`config.mk`:
```
export PLATFORM = sky130hd
export DESIGN_NAME = page_bitmap_allocator_core
export DESIGN_NICKNAME = d
export VERILOG_FILES = /design/src/sv/pba_pkg.sv /design/src/sv/page_bitmap_allocator_core.sv /design/src/sv/pba_ctrl.sv /design/src/sv/pba_datapath.sv
export SDC_FILE = /design/constraint.sdc
export NUM_CORES = 2
export LEC_CHECK = 0
export BUFFER_PORTS_ARGS = -buffer_cell sky130_fd_sc_hd__buf_4
export CORE_MARGIN = 3
export CORE_UTILIZATION = 45
export CTS_BUF_LIST = sky130_fd_sc_hd__clkbuf_8
export DETAILED_ROUTE_END_ITERATION = 8
export SYNTH_ARGS = -nofsm -noshare
export SYNTH_HDL_FRONTEND = slang
export SYNTH_SLANG_ARGS = --single-unit
export TNS_END_PERCENT = 50
```
`constraint.sdc`:
```
create_clock -name clk -period 6.4 [get_ports clk]
set_input_delay 1.6 -clock clk [delete_from_list [all_inputs] [get_ports clk]]
set_output_delay 1.6 -clock clk [all_outputs]
set_load 0.05 [all_outputs]
```
`src/sv/pba_pkg.sv`:
```
`timescale 1ns / 1ps
// ----------------------------------------------------------------------------
// pba_pkg
// Shared types and codes of the page bitmap allocator: request/result codes,
// controller states, scan pass modes and the command/status bundles.
// ----------------------------------------------------------------------------
package pba_pkg;

	localparam int ADDR_W = 32;
	localparam int SIZE_W = 17;
	localparam int STAT_W = 3;

	// result codes
	localparam logic [STAT_W-1:0] ST_OK       = 3'd0;
	localparam logic [STAT_W-1:0] ST_NO_SLOT  = 3'd1;
	localparam logic [STAT_W-1:0] ST_NO_PAGES = 3'd2;
	localparam logic [STAT_W-1:0] ST_ZERO     = 3'd3;
	localparam logic [STAT_W-1:0] ST_UNKNOWN  = 3'd4;

	// request kinds
	localparam logic KIND_ALLOC = 1'b0;
	localparam logic KIND_FREE  = 1'b1;

	typedef enum logic [2:0] {
		PASS_CLEAR,
		PASS_FIND,
		PASS_MATCH,
		PASS_CLAIM,
		PASS_RELEASE
	} pass_mode_t;

	typedef enum logic [3:0] {
		S_RESET,
		S_CLEAR,
		S_IDLE,
		S_CHECK,
		S_FIND,
		S_CLAIM,
		S_MATCH,
		S_RELEASE,
		S_COMMIT,
		S_DONE
	} state_t;

	typedef struct packed {
		logic              capture;
		logic              pass_start;
		pass_mode_t        mode;
		logic              region_write;
		logic              region_used;
		logic              load_out;
		logic [STAT_W-1:0] code;
	} cmd_t;

	typedef struct packed {
		logic pass_done;
		logic slot_found;
		logic pages_ok;
		logic req_free;
		logic req_zero;
	} stat_t;

endpackage

```
`src/sv/page_bitmap_allocator_core.sv`:
```
`timescale 1ns / 1ps
// ----------------------------------------------------------------------------
// page_bitmap_allocator_core
// Allocates and frees regions of PAGE_BYTES-sized pages from PAGE_COUNT pages.
//
// Requests arrive on in_valid/in_stall with kind, byte_size and free_address;
// a beat is taken when in_valid is high and in_stall low. Each request gives
// one result beat on out_valid/out_stall with region_address and status.
// User must write base_address via cfg_we/cfg_wdata when idle (not enforced).
//
// One request at a time. Each scan pass walks max(PAGE_COUNT, REGION_COUNT)
// table entries, one per cycle through the single read port of each table,
// plus its read and update stages. An allocate runs a slot/free count pass
// and a claim pass; its result beat rises as the block turns idle again and
// can take the next request. A free runs a match pass and a release pass,
// the same length. A rejected request skips the second pass; a zero-size
// allocate runs no pass.
//
// After reset both tables are cleared, one entry per cycle, with in_stall
// high. A stalled result waits in the output register; the next request is
// taken meanwhile and its result waits until that register frees.
// ----------------------------------------------------------------------------
module page_bitmap_allocator_core #(
	parameter int PAGE_COUNT   = 64,
	parameter int PAGE_BYTES   = 1024,
	parameter int REGION_COUNT = 64
) (
	input  logic                       clk,
	input  logic                       arst_n,
	input  logic                       cfg_we,
	input  logic [pba_pkg::ADDR_W-1:0] cfg_wdata,
	input  logic                       in_valid,
	output logic                       in_stall,
	input  logic                       kind,
	input  logic [pba_pkg::SIZE_W-1:0] byte_size,
	input  logic [pba_pkg::ADDR_W-1:0] free_address,
	output logic                       out_valid,
	input  logic                       out_stall,
	output logic [pba_pkg::ADDR_W-1:0] region_address,
	output logic [pba_pkg::STAT_W-1:0] status
);
	import pba_pkg::*;

	cmd_t  cmd;
	stat_t stat;

	pba_ctrl u_ctrl (
		.clk       (clk),
		.arst_n    (arst_n),
		.in_valid  (in_valid),
		.in_stall  (in_stall),
		.out_valid (out_valid),
		.out_stall (out_stall),
		.cmd       (cmd),
		.stat      (stat)
	);

	pba_datapath #(
		.PAGE_COUNT   (PAGE_COUNT),
		.PAGE_BYTES   (PAGE_BYTES),
		.REGION_COUNT (REGION_COUNT)
	) u_datapath (
		.clk            (clk),
		.arst_n         (arst_n),
		.cfg_we         (cfg_we),
		.cfg_wdata      (cfg_wdata),
		.kind           (kind),
		.byte_size      (byte_size),
		.free_address   (free_address),
		.region_address (region_address),
		.status         (status),
		.cmd            (cmd),
		.stat           (stat)
	);

	a_busy_after_accept: assert property (@(posedge clk) disable iff (!arst_n)
		(in_valid && !in_stall) |=> in_stall)
		else $error("request beat taken while a request is in flight");

	a_fail_zero_addr: assert property (@(posedge clk) disable iff (!arst_n)
		(out_valid && status != ST_OK) |-> (region_address == '0))
		else $error("failed result carries a nonzero address");

	a_commit_has_slot: assert property (@(posedge clk) disable iff (!arst_n)
		cmd.region_write |-> stat.slot_found)
		else $error("region table written without a chosen slot");

	a_pass_while_busy: assert property (@(posedge clk) disable iff (!arst_n)
		cmd.pass_start |-> in_stall)
		else $error("scan pass started while accepting requests");

endmodule

```
`src/sv/pba_ctrl.sv`:
```
`timescale 1ns / 1ps
// ----------------------------------------------------------------------------
// pba_ctrl
// Request sequencer: runs the scan passes of an allocate or a free in order,
// picks the result code and owns the input stall and the output beat valid.
// ----------------------------------------------------------------------------
module pba_ctrl (
	input  logic           clk,
	input  logic           arst_n,
	input  logic           in_valid,
	output logic           in_stall,
	output logic           out_valid,
	input  logic           out_stall,
	output pba_pkg::cmd_t  cmd,
	input  pba_pkg::stat_t stat
);
	import pba_pkg::*;

	state_t            state_q, state_d;
	logic [STAT_W-1:0] res_q, res_d;
	logic              out_valid_q, out_valid_d;

	always_ff @(posedge clk or negedge arst_n) begin
		if (!arst_n) begin
			state_q     <= S_RESET;
			res_q       <= ST_OK;
			out_valid_q <= 1'b0;
		end else begin
			state_q     <= state_d;
			res_q       <= res_d;
			out_valid_q <= out_valid_d;
		end
	end

	always_comb begin
		state_d  = state_q;
		res_d    = res_q;
		cmd      = '0;
		in_stall = 1'b1;
		unique case (state_q)
			S_RESET: begin
				cmd.pass_start = 1'b1;
				cmd.mode       = PASS_CLEAR;
				state_d        = S_CLEAR;
			end
			S_CLEAR: begin
				if (stat.pass_done) state_d = S_IDLE;
			end
			S_IDLE: begin
				in_stall = 1'b0;
				if (in_valid) begin
					cmd.capture = 1'b1;
					state_d     = S_CHECK;
				end
			end
			S_CHECK: begin
				priority if (stat.req_free) begin
					cmd.pass_start = 1'b1;
					cmd.mode       = PASS_MATCH;
					state_d        = S_MATCH;
				end else if (stat.req_zero) begin
					res_d   = ST_ZERO;
					state_d = S_DONE;
				end else begin
					cmd.pass_start = 1'b1;
					cmd.mode       = PASS_FIND;
					state_d        = S_FIND;
				end
			end
			S_FIND: begin
				if (stat.pass_done) begin
					priority if (!stat.slot_found) begin
						res_d   = ST_NO_SLOT;
						state_d = S_DONE;
					end else if (!stat.pages_ok) begin
						res_d   = ST_NO_PAGES;
						state_d = S_DONE;
					end else begin
						cmd.pass_start = 1'b1;
						cmd.mode       = PASS_CLAIM;
						state_d        = S_CLAIM;
					end
				end
			end
			S_CLAIM: begin
				if (stat.pass_done) state_d = S_COMMIT;
			end
			S_MATCH: begin
				if (stat.pass_done) begin
					if (!stat.slot_found) begin
						res_d   = ST_UNKNOWN;
						state_d = S_DONE;
					end else begin
						cmd.pass_start = 1'b1;
						cmd.mode       = PASS_RELEASE;
						state_d        = S_RELEASE;
					end
				end
			end
			S_RELEASE: begin
				if (stat.pass_done) state_d = S_COMMIT;
			end
			S_COMMIT: begin
				cmd.region_write = 1'b1;
				cmd.region_used  = !stat.req_free;
				res_d            = ST_OK;
				state_d          = S_DONE;
			end
			S_DONE: begin
				// hold the result until the output register frees up
				if (!out_valid_q || !out_stall) begin
					cmd.load_out = 1'b1;
					cmd.code     = res_q;
					state_d      = S_IDLE;
				end
			end
			default: state_d = S_RESET;
		endcase
	end

	always_comb begin
		out_valid_d = out_valid_q;
		if (cmd.load_out) out_valid_d = 1'b1;
		else if (!out_stall) out_valid_d = 1'b0;
	end

	assign out_valid = out_valid_q;

endmodule

```
`src/sv/pba_datapath.sv`:
```
`timescale 1ns / 1ps
// ----------------------------------------------------------------------------
// pba_datapath
// Page table and region table memories, the scan counter with its registered
// read stage, the byte accumulators and the result register.
// ----------------------------------------------------------------------------
module pba_datapath #(
	parameter int PAGE_COUNT   = 64,
	parameter int PAGE_BYTES   = 1024,
	parameter int REGION_COUNT = 64
) (
	input  logic                          clk,
	input  logic                          arst_n,
	input  logic                          cfg_we,
	input  logic [pba_pkg::ADDR_W-1:0]    cfg_wdata,
	input  logic                          kind,
	input  logic [pba_pkg::SIZE_W-1:0]    byte_size,
	input  logic [pba_pkg::ADDR_W-1:0]    free_address,
	output logic [pba_pkg::ADDR_W-1:0]    region_address,
	output logic [pba_pkg::STAT_W-1:0]    status,
	input  pba_pkg::cmd_t                 cmd,
	output pba_pkg::stat_t                stat
);
	import pba_pkg::*;

	localparam int N    = (PAGE_COUNT > REGION_COUNT) ? PAGE_COUNT : REGION_COUNT;
	localparam int CW   = $clog2(N + 1);
	localparam int PW   = $clog2(PAGE_COUNT);
	localparam int RW   = (REGION_COUNT > 1) ? $clog2(REGION_COUNT) : 1;
	localparam int FBW  = $clog2(PAGE_COUNT * PAGE_BYTES + 1);
	localparam int CMPW = (FBW > SIZE_W) ? FBW : SIZE_W;
	localparam logic [SIZE_W-1:0] PB_SIZE = SIZE_W'(PAGE_BYTES);
	localparam logic [ADDR_W-1:0] PB_ADDR = ADDR_W'(PAGE_BYTES);
	localparam logic [FBW-1:0]    PB_FB   = FBW'(PAGE_BYTES);

	typedef struct packed {
		logic          used;
		logic [RW-1:0] owner;
	} page_ent_t;

	typedef struct packed {
		logic              used;
		logic [ADDR_W-1:0] base;
	} region_ent_t;

	page_ent_t   pg_mem [PAGE_COUNT];
	region_ent_t rg_mem [REGION_COUNT];

	// request and configuration
	logic [ADDR_W-1:0] base_q;
	logic              kind_q;
	logic [SIZE_W-1:0] size_q;
	logic [ADDR_W-1:0] faddr_q;

	// scan control
	pass_mode_t  mode_q;
	logic        run_q;
	logic [CW-1:0] cnt_q;
	logic        act_s1;
	logic [CW-1:0] idx_s1;
	page_ent_t   pg_rd_s1;
	region_ent_t rg_rd_s1;
	logic        done_q;

	// pass results
	logic              slot_found_q;
	logic [RW-1:0]     slot_q;
	logic [FBW-1:0]    fbytes_q;
	logic [SIZE_W-1:0] rem_q;
	logic              first_q;
	logic [ADDR_W-1:0] page_addr_q;
	logic [ADDR_W-1:0] addr_q;

	logic        in_page, in_region, last_idx;
	logic        pg_we;
	logic [PW-1:0] pg_waddr;
	page_ent_t   pg_wdata;
	logic        rg_we;
	logic [RW-1:0] rg_waddr;
	region_ent_t rg_wdata;
	logic        take_page, take_slot;

	assign in_page   = act_s1 && (idx_s1 < CW'(PAGE_COUNT));
	assign in_region = act_s1 && (idx_s1 < CW'(REGION_COUNT));
	assign last_idx  = (cnt_q == CW'(N - 1));

	always_comb begin
		take_page = 1'b0;
		take_slot = 1'b0;
		pg_we     = 1'b0;
		pg_waddr  = idx_s1[PW-1:0];
		pg_wdata  = '0;
		rg_we     = 1'b0;
		rg_waddr  = idx_s1[RW-1:0];
		rg_wdata  = '0;
		unique case (mode_q)
			PASS_CLEAR: begin
				pg_we = in_page;
				rg_we = in_region;
			end
			PASS_FIND: begin
				take_slot = in_region && !rg_rd_s1.used && !slot_found_q;
			end
			PASS_MATCH: begin
				take_slot = in_region && rg_rd_s1.used && !slot_found_q
					&& (rg_rd_s1.base == faddr_q);
			end
			PASS_CLAIM: begin
				take_page      = in_page && !pg_rd_s1.used && (rem_q != '0);
				pg_we          = take_page;
				pg_wdata.used  = 1'b1;
				pg_wdata.owner = slot_q;
			end
			PASS_RELEASE: begin
				pg_we          = in_page && pg_rd_s1.used && (pg_rd_s1.owner == slot_q);
				pg_wdata.used  = 1'b0;
				pg_wdata.owner = pg_rd_s1.owner;
			end
			default: ;
		endcase
		if (cmd.region_write) begin
			rg_we         = 1'b1;
			rg_waddr      = slot_q;
			rg_wdata.used = cmd.region_used;
			rg_wdata.base = addr_q;
		end
	end

	always_ff @(posedge clk) begin
		if (pg_we) pg_mem[pg_waddr] <= pg_wdata;
		pg_rd_s1 <= pg_mem[cnt_q[PW-1:0]];
	end

	always_ff @(posedge clk) begin
		if (rg_we) rg_mem[rg_waddr] <= rg_wdata;
		rg_rd_s1 <= rg_mem[cnt_q[RW-1:0]];
	end

	always_ff @(posedge clk or negedge arst_n) begin
		if (!arst_n) begin
			base_q       <= '0;
			mode_q       <= PASS_CLEAR;
			run_q        <= 1'b0;
			cnt_q        <= '0;
			act_s1       <= 1'b0;
			idx_s1       <= '0;
			done_q       <= 1'b0;
			slot_found_q <= 1'b0;
			first_q      <= 1'b0;
		end else begin
			if (cfg_we) base_q <= cfg_wdata;
			act_s1 <= run_q;
			idx_s1 <= cnt_q;
			done_q <= act_s1 && (idx_s1 == CW'(N - 1));
			if (cmd.pass_start) begin
				mode_q <= cmd.mode;
				run_q  <= 1'b1;
				cnt_q  <= '0;
				if (cmd.mode == PASS_FIND || cmd.mode == PASS_MATCH) slot_found_q <= 1'b0;
				first_q <= 1'b0;
			end else begin
				if (run_q) begin
					if (last_idx) run_q <= 1'b0;
					else cnt_q <= cnt_q + CW'(1);
				end
				if (take_slot) slot_found_q <= 1'b1;
				if (take_page) first_q <= 1'b1;
			end
		end
	end

	always_ff @(posedge clk) begin
		if (cmd.capture) begin
			kind_q  <= kind;
			size_q  <= byte_size;
			faddr_q <= free_address;
		end
		if (cmd.pass_start) begin
			fbytes_q    <= '0;
			rem_q       <= size_q;
			page_addr_q <= base_q;
		end else begin
			if (act_s1) page_addr_q <= page_addr_q + PB_ADDR;
			if (take_slot) slot_q <= idx_s1[RW-1:0];
			if (mode_q == PASS_FIND && in_page && !pg_rd_s1.used)
				fbytes_q <= fbytes_q + PB_FB;
			if (take_page) begin
				// saturate the remaining byte count at zero
				rem_q <= (rem_q <= PB_SIZE) ? '0 : rem_q - PB_SIZE;
				if (!first_q) addr_q <= page_addr_q;
			end
		end
		if (cmd.load_out) begin
			status         <= cmd.code;
			region_address <= (cmd.code == ST_OK && kind_q == KIND_ALLOC) ? addr_q : '0;
		end
	end

	assign stat.pass_done  = done_q;
	assign stat.slot_found = slot_found_q;
	assign stat.pages_ok   = CMPW'(fbytes_q) >= CMPW'(size_q);
	assign stat.req_free   = (kind_q == KIND_FREE);
	assign stat.req_zero   = (size_q == '0);

endmodule

```
== After elaboration in Yosys (flattened, before gate mapping) ==
Memories as Yosys holds them, arrays and structs flattened. A register that Yosys moved wholly into a read port is not among the register bits.
Cells that the tools add are included.

* Add/sub/neg operators: 4
* Order comparisons: 3
* Equal/unequal tests: 32
* Mux-type cells: 64
* Bitwise operators: 3
* Reduce and logical (&&, ||, !) cells: 39

{| class="wikitable"
|+ Operators by type and width
! kind !! number
|-
| 4-bit 2-to-1 mux || 20
|-
| 32-bit 2-to-1 mux || 2
|-
| 17-bit 2-to-1 mux || 3
|-
| 4-bit case mux with 9 select lines || 1
|-
| 33-bit 2-to-1 mux || 1
|-
| 32-bit by 11-bit adder with 32-bit output (second input constant) || 1
|-
| 32-bit == test || 1
|-
| 3-bit 2-to-1 mux || 7
|-
| 7-bit 2-to-1 mux || 3
|-
| 1-bit 2-to-1 mux || 20
|-
| 17-bit by 11-bit adder with 17-bit output (second input constant) || 1
|-
| 17-bit >= comparator || 1
|-
| 17-bit by 11-bit less-or-equal comparator with 1-bit output (second input constant) || 1
|-
| 17-bit logical NOT || 1
|-
| 17-bit nonzero test || 1
|-
| 17-bit by 11-bit subtractor with 17-bit output (second input constant) || 1
|-
| 4-bit by 3-bit == test with 1-bit output (second input constant) || 4
|-
| 4-bit case mux with 4 select lines || 1
|-
| 7-bit by 6-bit == test with 1-bit output (second input constant) || 2
|-
| 1-bit logical AND || 14
|-
| 2-bit by 1-bit != test with 1-bit output (second input constant) || 7
|-
| 7-bit case mux with 2 select lines || 1
|-
| 3-bit case mux with 4 select lines || 1
|-
| 2-bit != test (second input constant) || 5
|-
| other kinds (26) || 45
|}

* Flip-flop bits (word level): 251
* RAM bits: 2560
* Input port bits: 87
* Output and inout port bits: 37
* Logic and storage cells: 169
* Memories kept: 2

{| class="wikitable"
|+ Memories
! name !! words !! bits a word !! read ports !! clocked after Yosys merged registers in !! write ports !! RTL line !! text
|-
| u_datapath.rg_mem || 64 || 33 || 1 || 1 || 1 || pba_datapath.sv:47 || <nowiki>region_ent_t rg_mem [REGION_COUNT];</nowiki>
|-
| u_datapath.pg_mem || 64 || 7 || 1 || 1 || 1 || pba_datapath.sv:46 || <nowiki>page_ent_t pg_mem [PAGE_COUNT];</nowiki>
|}

== Logic depth before layout (Yosys ltp) ==
* Depth in word-level cells: 9
* Gate-level depth with buffers: 11
* Depth with buffers taken out: 9

== Cells and area by module ==
From an unflattened synthesis, not the netlist that was laid out.

* Cell total of the unflattened synthesis: 4864
* Area total of the unflattened synthesis: 109229.8 um^2

{| class="wikitable"
|+ Modules (own cells, without submodules)
! module !! instances !! cells an instance !! area each (um^2) !! sequential area each (um^2)
|-
| pba_datapath || 1 || 4776 || 108500.3 || 84330.9
|-
| pba_ctrl || 1 || 88 || 729.4 || 200.2
|}

== Worst setup path before layout ==
OpenSTA, ideal clock, no wires.

* Path kind: reg-to-reg
* Start point: reg u_datapath.size_q[4]
* End point: reg u_datapath.addr_q[0] (enable)
* Library setup time: 0.461 ns
* Arrival: 4.189 ns
* Required time: 5.939 ns
* Setup slack: 1.749 ns
* Stages on the path, launching flop included: 9
* Path buffers: 1
* Period minus slack after synthesis: 4.651 ns
* Path through: edfxtp_1 or4_4 nor4_4 a31o_2 o211ai_4 nor2_4 inv_2 buf_2 nor3_1

* Longest elaborated chain between the ends: 7
* Elaborated cells between the ends (all ways): 10
* Classes of those cells: order compare: 1; mux: 6; bitwise: 1; reduce/logical: 2

{| class="wikitable"
|+ Ends and longest elaborated chain
! element !! RTL line !! text
|-
| from (decl) || pba_datapath.sv:52 || <nowiki>logic [SIZE_W-1:0] size_q;</nowiki>
|-
| from (signal assigned) || pba_datapath.sv:175 || <nowiki>size_q <= byte_size;</nowiki>
|-
| 17-bit >= comparator || pba_datapath.sv:201 || <nowiki>assign stat.pages_ok = CMPW'(fbytes_q) >= CMPW'(size_q);</nowiki>
|-
| 4-bit 2-to-1 mux || pba_ctrl.sv:75 || <nowiki>end else if (!stat.pages_ok) begin</nowiki>
|-
| 4-bit 2-to-1 mux || pba_ctrl.sv:72 || <nowiki>priority if (!stat.slot_found) begin</nowiki>
|-
| 4-bit 2-to-1 mux || pba_ctrl.sv:71 || <nowiki>if (stat.pass_done) begin</nowiki>
|-
| 4-bit case mux with 4 select lines (*) || pba_ctrl.sv:40 || <nowiki>unique case (state_q)</nowiki>
|-
| 1-bit inverter (no source line) (*) || n/a ||
|-
| 3-bit AND reduction (no source line) (*) || n/a ||
|-
| to (signal assigned) || pba_datapath.sv:190 || <nowiki>if (!first_q) addr_q <= page_addr_q;</nowiki>
|-
| to (decl) || pba_datapath.sv:72 || <nowiki>logic [ADDR_W-1:0] addr_q;</nowiki>
|}

Mark *: on every way between the ends. The rest lies on a longest branch, timed or not.
A chain may end at the register's enable or synchronous reset.

== Worst setup path in the final report ==
* Start point: reg u_ctrl.state_q[1]
* End point: mem u_datapath.rg_mem[48][20] (netlist bit) (enable)

* Longest elaborated chain between the ends: 5
* Elaborated cells between the ends (all ways): 6
* Classes of those cells: eq/ne: 1; mux: 5

{| class="wikitable"
|+ Ends and longest elaborated chain
! element !! RTL line !! text
|-
| from (decl) || pba_ctrl.sv:19 || <nowiki>state_t state_q, state_d;</nowiki>
|-
| from (signal assigned) || pba_ctrl.sv:29 || <nowiki>state_q <= state_d;</nowiki>
|-
| 4-bit == test (*) || pba_ctrl.sv:40 ||
|-
| 2-bit 2-to-1 mux (*) || pba_ctrl.sv:40 ||
|-
| 1-bit 2-to-1 mux || pba_datapath.sv:121 || <nowiki>if (cmd.region_write) begin</nowiki>
|-
| 1-bit 2-to-1 mux || pba_datapath.sv:135 || <nowiki>if (rg_we) rg_mem[rg_waddr] <= rg_wdata;</nowiki>
|-
| 1-bit 2-to-1 mux (implied by the code) || pba_datapath.sv:135 ||
|-
| to (decl) || pba_datapath.sv:47 ||
|}

Marks and branches as above.

==> summary.txt <==
Drt
  • WL/cell: 30.7 µm
  • DR pass1 iterations: 6
  • Total wire length: 278,000 µm
  • Total number of vias: 53,527
  • Number of remaining DRC errors: 0
  • DR iter-0 viols: 6,047
  • Antenna Violating Nets Remaining: 0
  • Vias/cell: 5.90

Clock tree
  • Worst-Skew Late Latency: 1.13 ns
  • # Post-CTS Setup Buffers: 0
  • Worst-path clk slew: 0.06 ns
  • CTS buffer count: 461
  • Clock root cell: clkbuf_8
  • CTS Buffer Depth: 4
  • CTS Hold Bufs: 0
  • Cts repair resizes: 0
  • Htree depth: 5
  • CTS sink count: 2,841
  • CTS tree: done

Worst setup path
  • Crit path max fanout: 25
  • Required time worst endpoint: 7.10 ns
  • Type of element capturing the critical path: flop
  • Setup crit start kind: flop
  • Critical path arrival: 5.43 ns
  • CP Class: flop to flop

Floorplanning
  • Die Wd: 497 µm
  • Height of the die: 497 µm
  • I/O Pins: 124
  • Die area: 247,000 µm²
  • Total core area: 239,000 µm²
  • Initial Util: 0.454
  • Row cnt: 179

STA
  • Final hold vios: 0
  • Maximum clock rate: 211 MHz
  • Crit share post-route: 0.739
  • Slew HR: 0.133
  • Setup TNS: 0 ns
  • Max Clock Skew: 0.126 ns
  • Post-route minimum period: 4.73 ns
  • Unrepaired setup endpoints after global routing: no
  • Final Hold Slack: 0.413 ns
  • Final setup margin: 1.67 ns
  • Max-slew violations: 0
  • Final setup vio count: 0
  • Worst-Margin Slew: 1.30 ns

Logic synthesis
  • Number of flops mapped to enable cells by yosys: 2,732
  • Ys flop type: edfxtp_1
  • Synthesis Warnings: 0
  • Post-synth ARST share: 0.0218
  • Syn avg cell area: 21.4 µm²
  • Syn nets: 5,164
  • Mapped Cells: 5,064
  • Post-Syn Area: 108,000 µm²
  • Post-synthesis sequential area ratio: 0.780
  • Synth unique cells: 70
  • Flops & latches, synth: 2,841

Global route
  • First-pass GRT wire length: 402,000 µm
  • Overflow after GRT: 0
  • Antenna violations before repair: 19
  • Largest net degree at the start of global routing: 95
  • GRT Overall Usage: 0.224
  • Vias in the first global route: 54,986

Cells and area
  • Register area: 84,500 µm²
  • Nets: 5,643
  • Area Overhead vs Synth: 12.9%
  • Area of the multi-input gates: 23,300 µm²
  • Proportion of layout cells with a drive suffix above 1: 0.280
  • Fill count: 18,968
  • Util after Layout: 0.513

Job
  • Number of max-cap violations: 0

Power and ir drop
  • Power Density: 279 nW/µm²
  • Peak VDD IR: 0.217 mV
  • Pleak: 32.3 nW

Worst hold path
  • Worst hold path class: flop to flop

Placed design
  • Hpwl dp: 167,000 µm
  • DP Worst Slack: 1.75 ns
  • I/O Buffers: 123
  • Placer congestion estimate: 0.901

Run status
  • Outcome: finished clean
-- routing by layer --
layer	vias up	wire length, µm	global-route usage
li1	22196	-	-
met1	28487	114000	0.316
met2	2345	134000	0.356
met3	493	19700	0.0367
met4	6	10300	0.0812
met5	-	41	0
-- critical path: stages (launching register included) --
cell      delay, ns
dfrtp_1        0.54
nor4b_4        0.90
mux2i_1        0.58
nand2b_1       0.29
nand2b_1       0.66
nor2_4         1.01
buf_4          0.34
-- through the flow --
| step | std cells | instance area (µm²) | power [mW] |
|---|---|---|---|
| 2_1_floorplan | 5064 | 108000 | 20.5 |
| 3_3_place_gp | 8247 | 114000 | 20.6 |
| 3_5_place_dp | 8247 | 114000 | 20.6 |
| 4_1_cts | 9060 | 122000 | 34.5 |
| 5_1_grt | 9069 | 122000 | 35.3 |
| 6_report | 9072 | 122000 | 34.2 |
-- cell families after synthesis --
| group | after synthesis | synth area share |
|---|---|---|
| DFF | 2841 | 0.780 |
| muxes | 743 | 0.143 |
| and+or+nand+nor | 621 | 0.0282 |
| AOI/OAI and AO/OA | 479 | 0.0301 |
| buffers and inverters | 295 | 0.0120 |
| xor gates and xnor gates | 72 | 0.00582 |
| adders and majority gates | 13 | 0.00150 |
-- placed cells by master (no fill, tap or decap), types with 55 or more instances in the layout --
master / count
clkinv_1: 106
mux2i_1: 55
a21oi_1: 110
mux4_2: 637
nor2_1: 114
a22oi_1: 161
o21ai_0: 60
buf_4: 264
nand2_1: 159
nor2_4: 70
inv_1: 194
clkbuf_8: 480
edfxtp_1: 2732
dfrtp_1: 56
and2_1: 56
-- final timing paths --
kind                                      startpoint  slack, ns                         to  depth (start not counted)
max in group asynchronous                     arst_n       5.12        u_datapath.cnt_q[2]                          1
max reg2reg                        u_ctrl.state_q[1]       1.67  u_datapath.rg_mem[48][20]                          6
max                                u_ctrl.state_q[1]       1.67  u_datapath.rg_mem[48][20]                          6
min                        u_datapath.page_addr_q[1]       0.41       u_datapath.addr_q[1]                          0
min reg2reg                u_datapath.page_addr_q[1]       0.41       u_datapath.addr_q[1]                          0
min in group asynchronous                     arst_n       0.58      u_datapath.base_q[18]                          1
-- layout make-up --
cell class / count / share of cell area
Clock inverter: 333 / 0.0123
Timing Repair Buffer: 286 / 0.0198
Antenna cell: 12 / 0.000245
Multi-Input combinational cell: 1928 / 0.190
Tap cell: 3167 / 0.0324
Inverter: 25 / 0.000807
Sequential cell: 2841 / 0.691
Clock buffer: 480 / 0.0540
-- cell usage after synthesis, types with 28 or more instances --
cell,number,share of area
edfxtp_1,2732,0.76
mux4_2,637,0.13
nor2_1,184,0.0064
a22oi_1,161,0.011
nand2_1,159,0.0055
clkbuf_1,120,0.0042
a21oi_1,112,0.0052
and2_1,89,0.0051
buf_2,78,0.0036
dfrtp_1,62,0.014
o21ai_0,61,0.0028
mux2i_1,55,0.0051
buf_1,51,0.0018
mux2_2,48,0.0050
nand3_1,48,0.0022
dfxtp_1,47,0.0087
xnor2_1,44,0.0036
xor2_1,28,0.0023
-- state kept, by name, summed over array words and instances (netlist names), 17 cells and up --
| name | count |
|---|---|
| u_datapath.addr_q | 32 |
| u_datapath.base_q | 32 |
| u_datapath.faddr_q | 32 |
| u_datapath.page_addr_q | 32 |
| u_datapath.pg_mem | 448 |
| u_datapath.region_address | 32 |
| u_datapath.rem_q | 17 |
| u_datapath.rg_mem | 2112 |
| u_datapath.rg_rd_s1 | 33 |
| u_datapath.size_q | 17 |
-- power by group --
group	leakage (nW)	internal, mW	switching (mW)	total [mW]
sequential	20.5	20.1	0.0132	20.1
clock	4.79	7.09	6.92	14.0
combinational	6.99	0.0509	0.0292	0.0801
No activity file was read; power rests on OpenSTA's default activity.
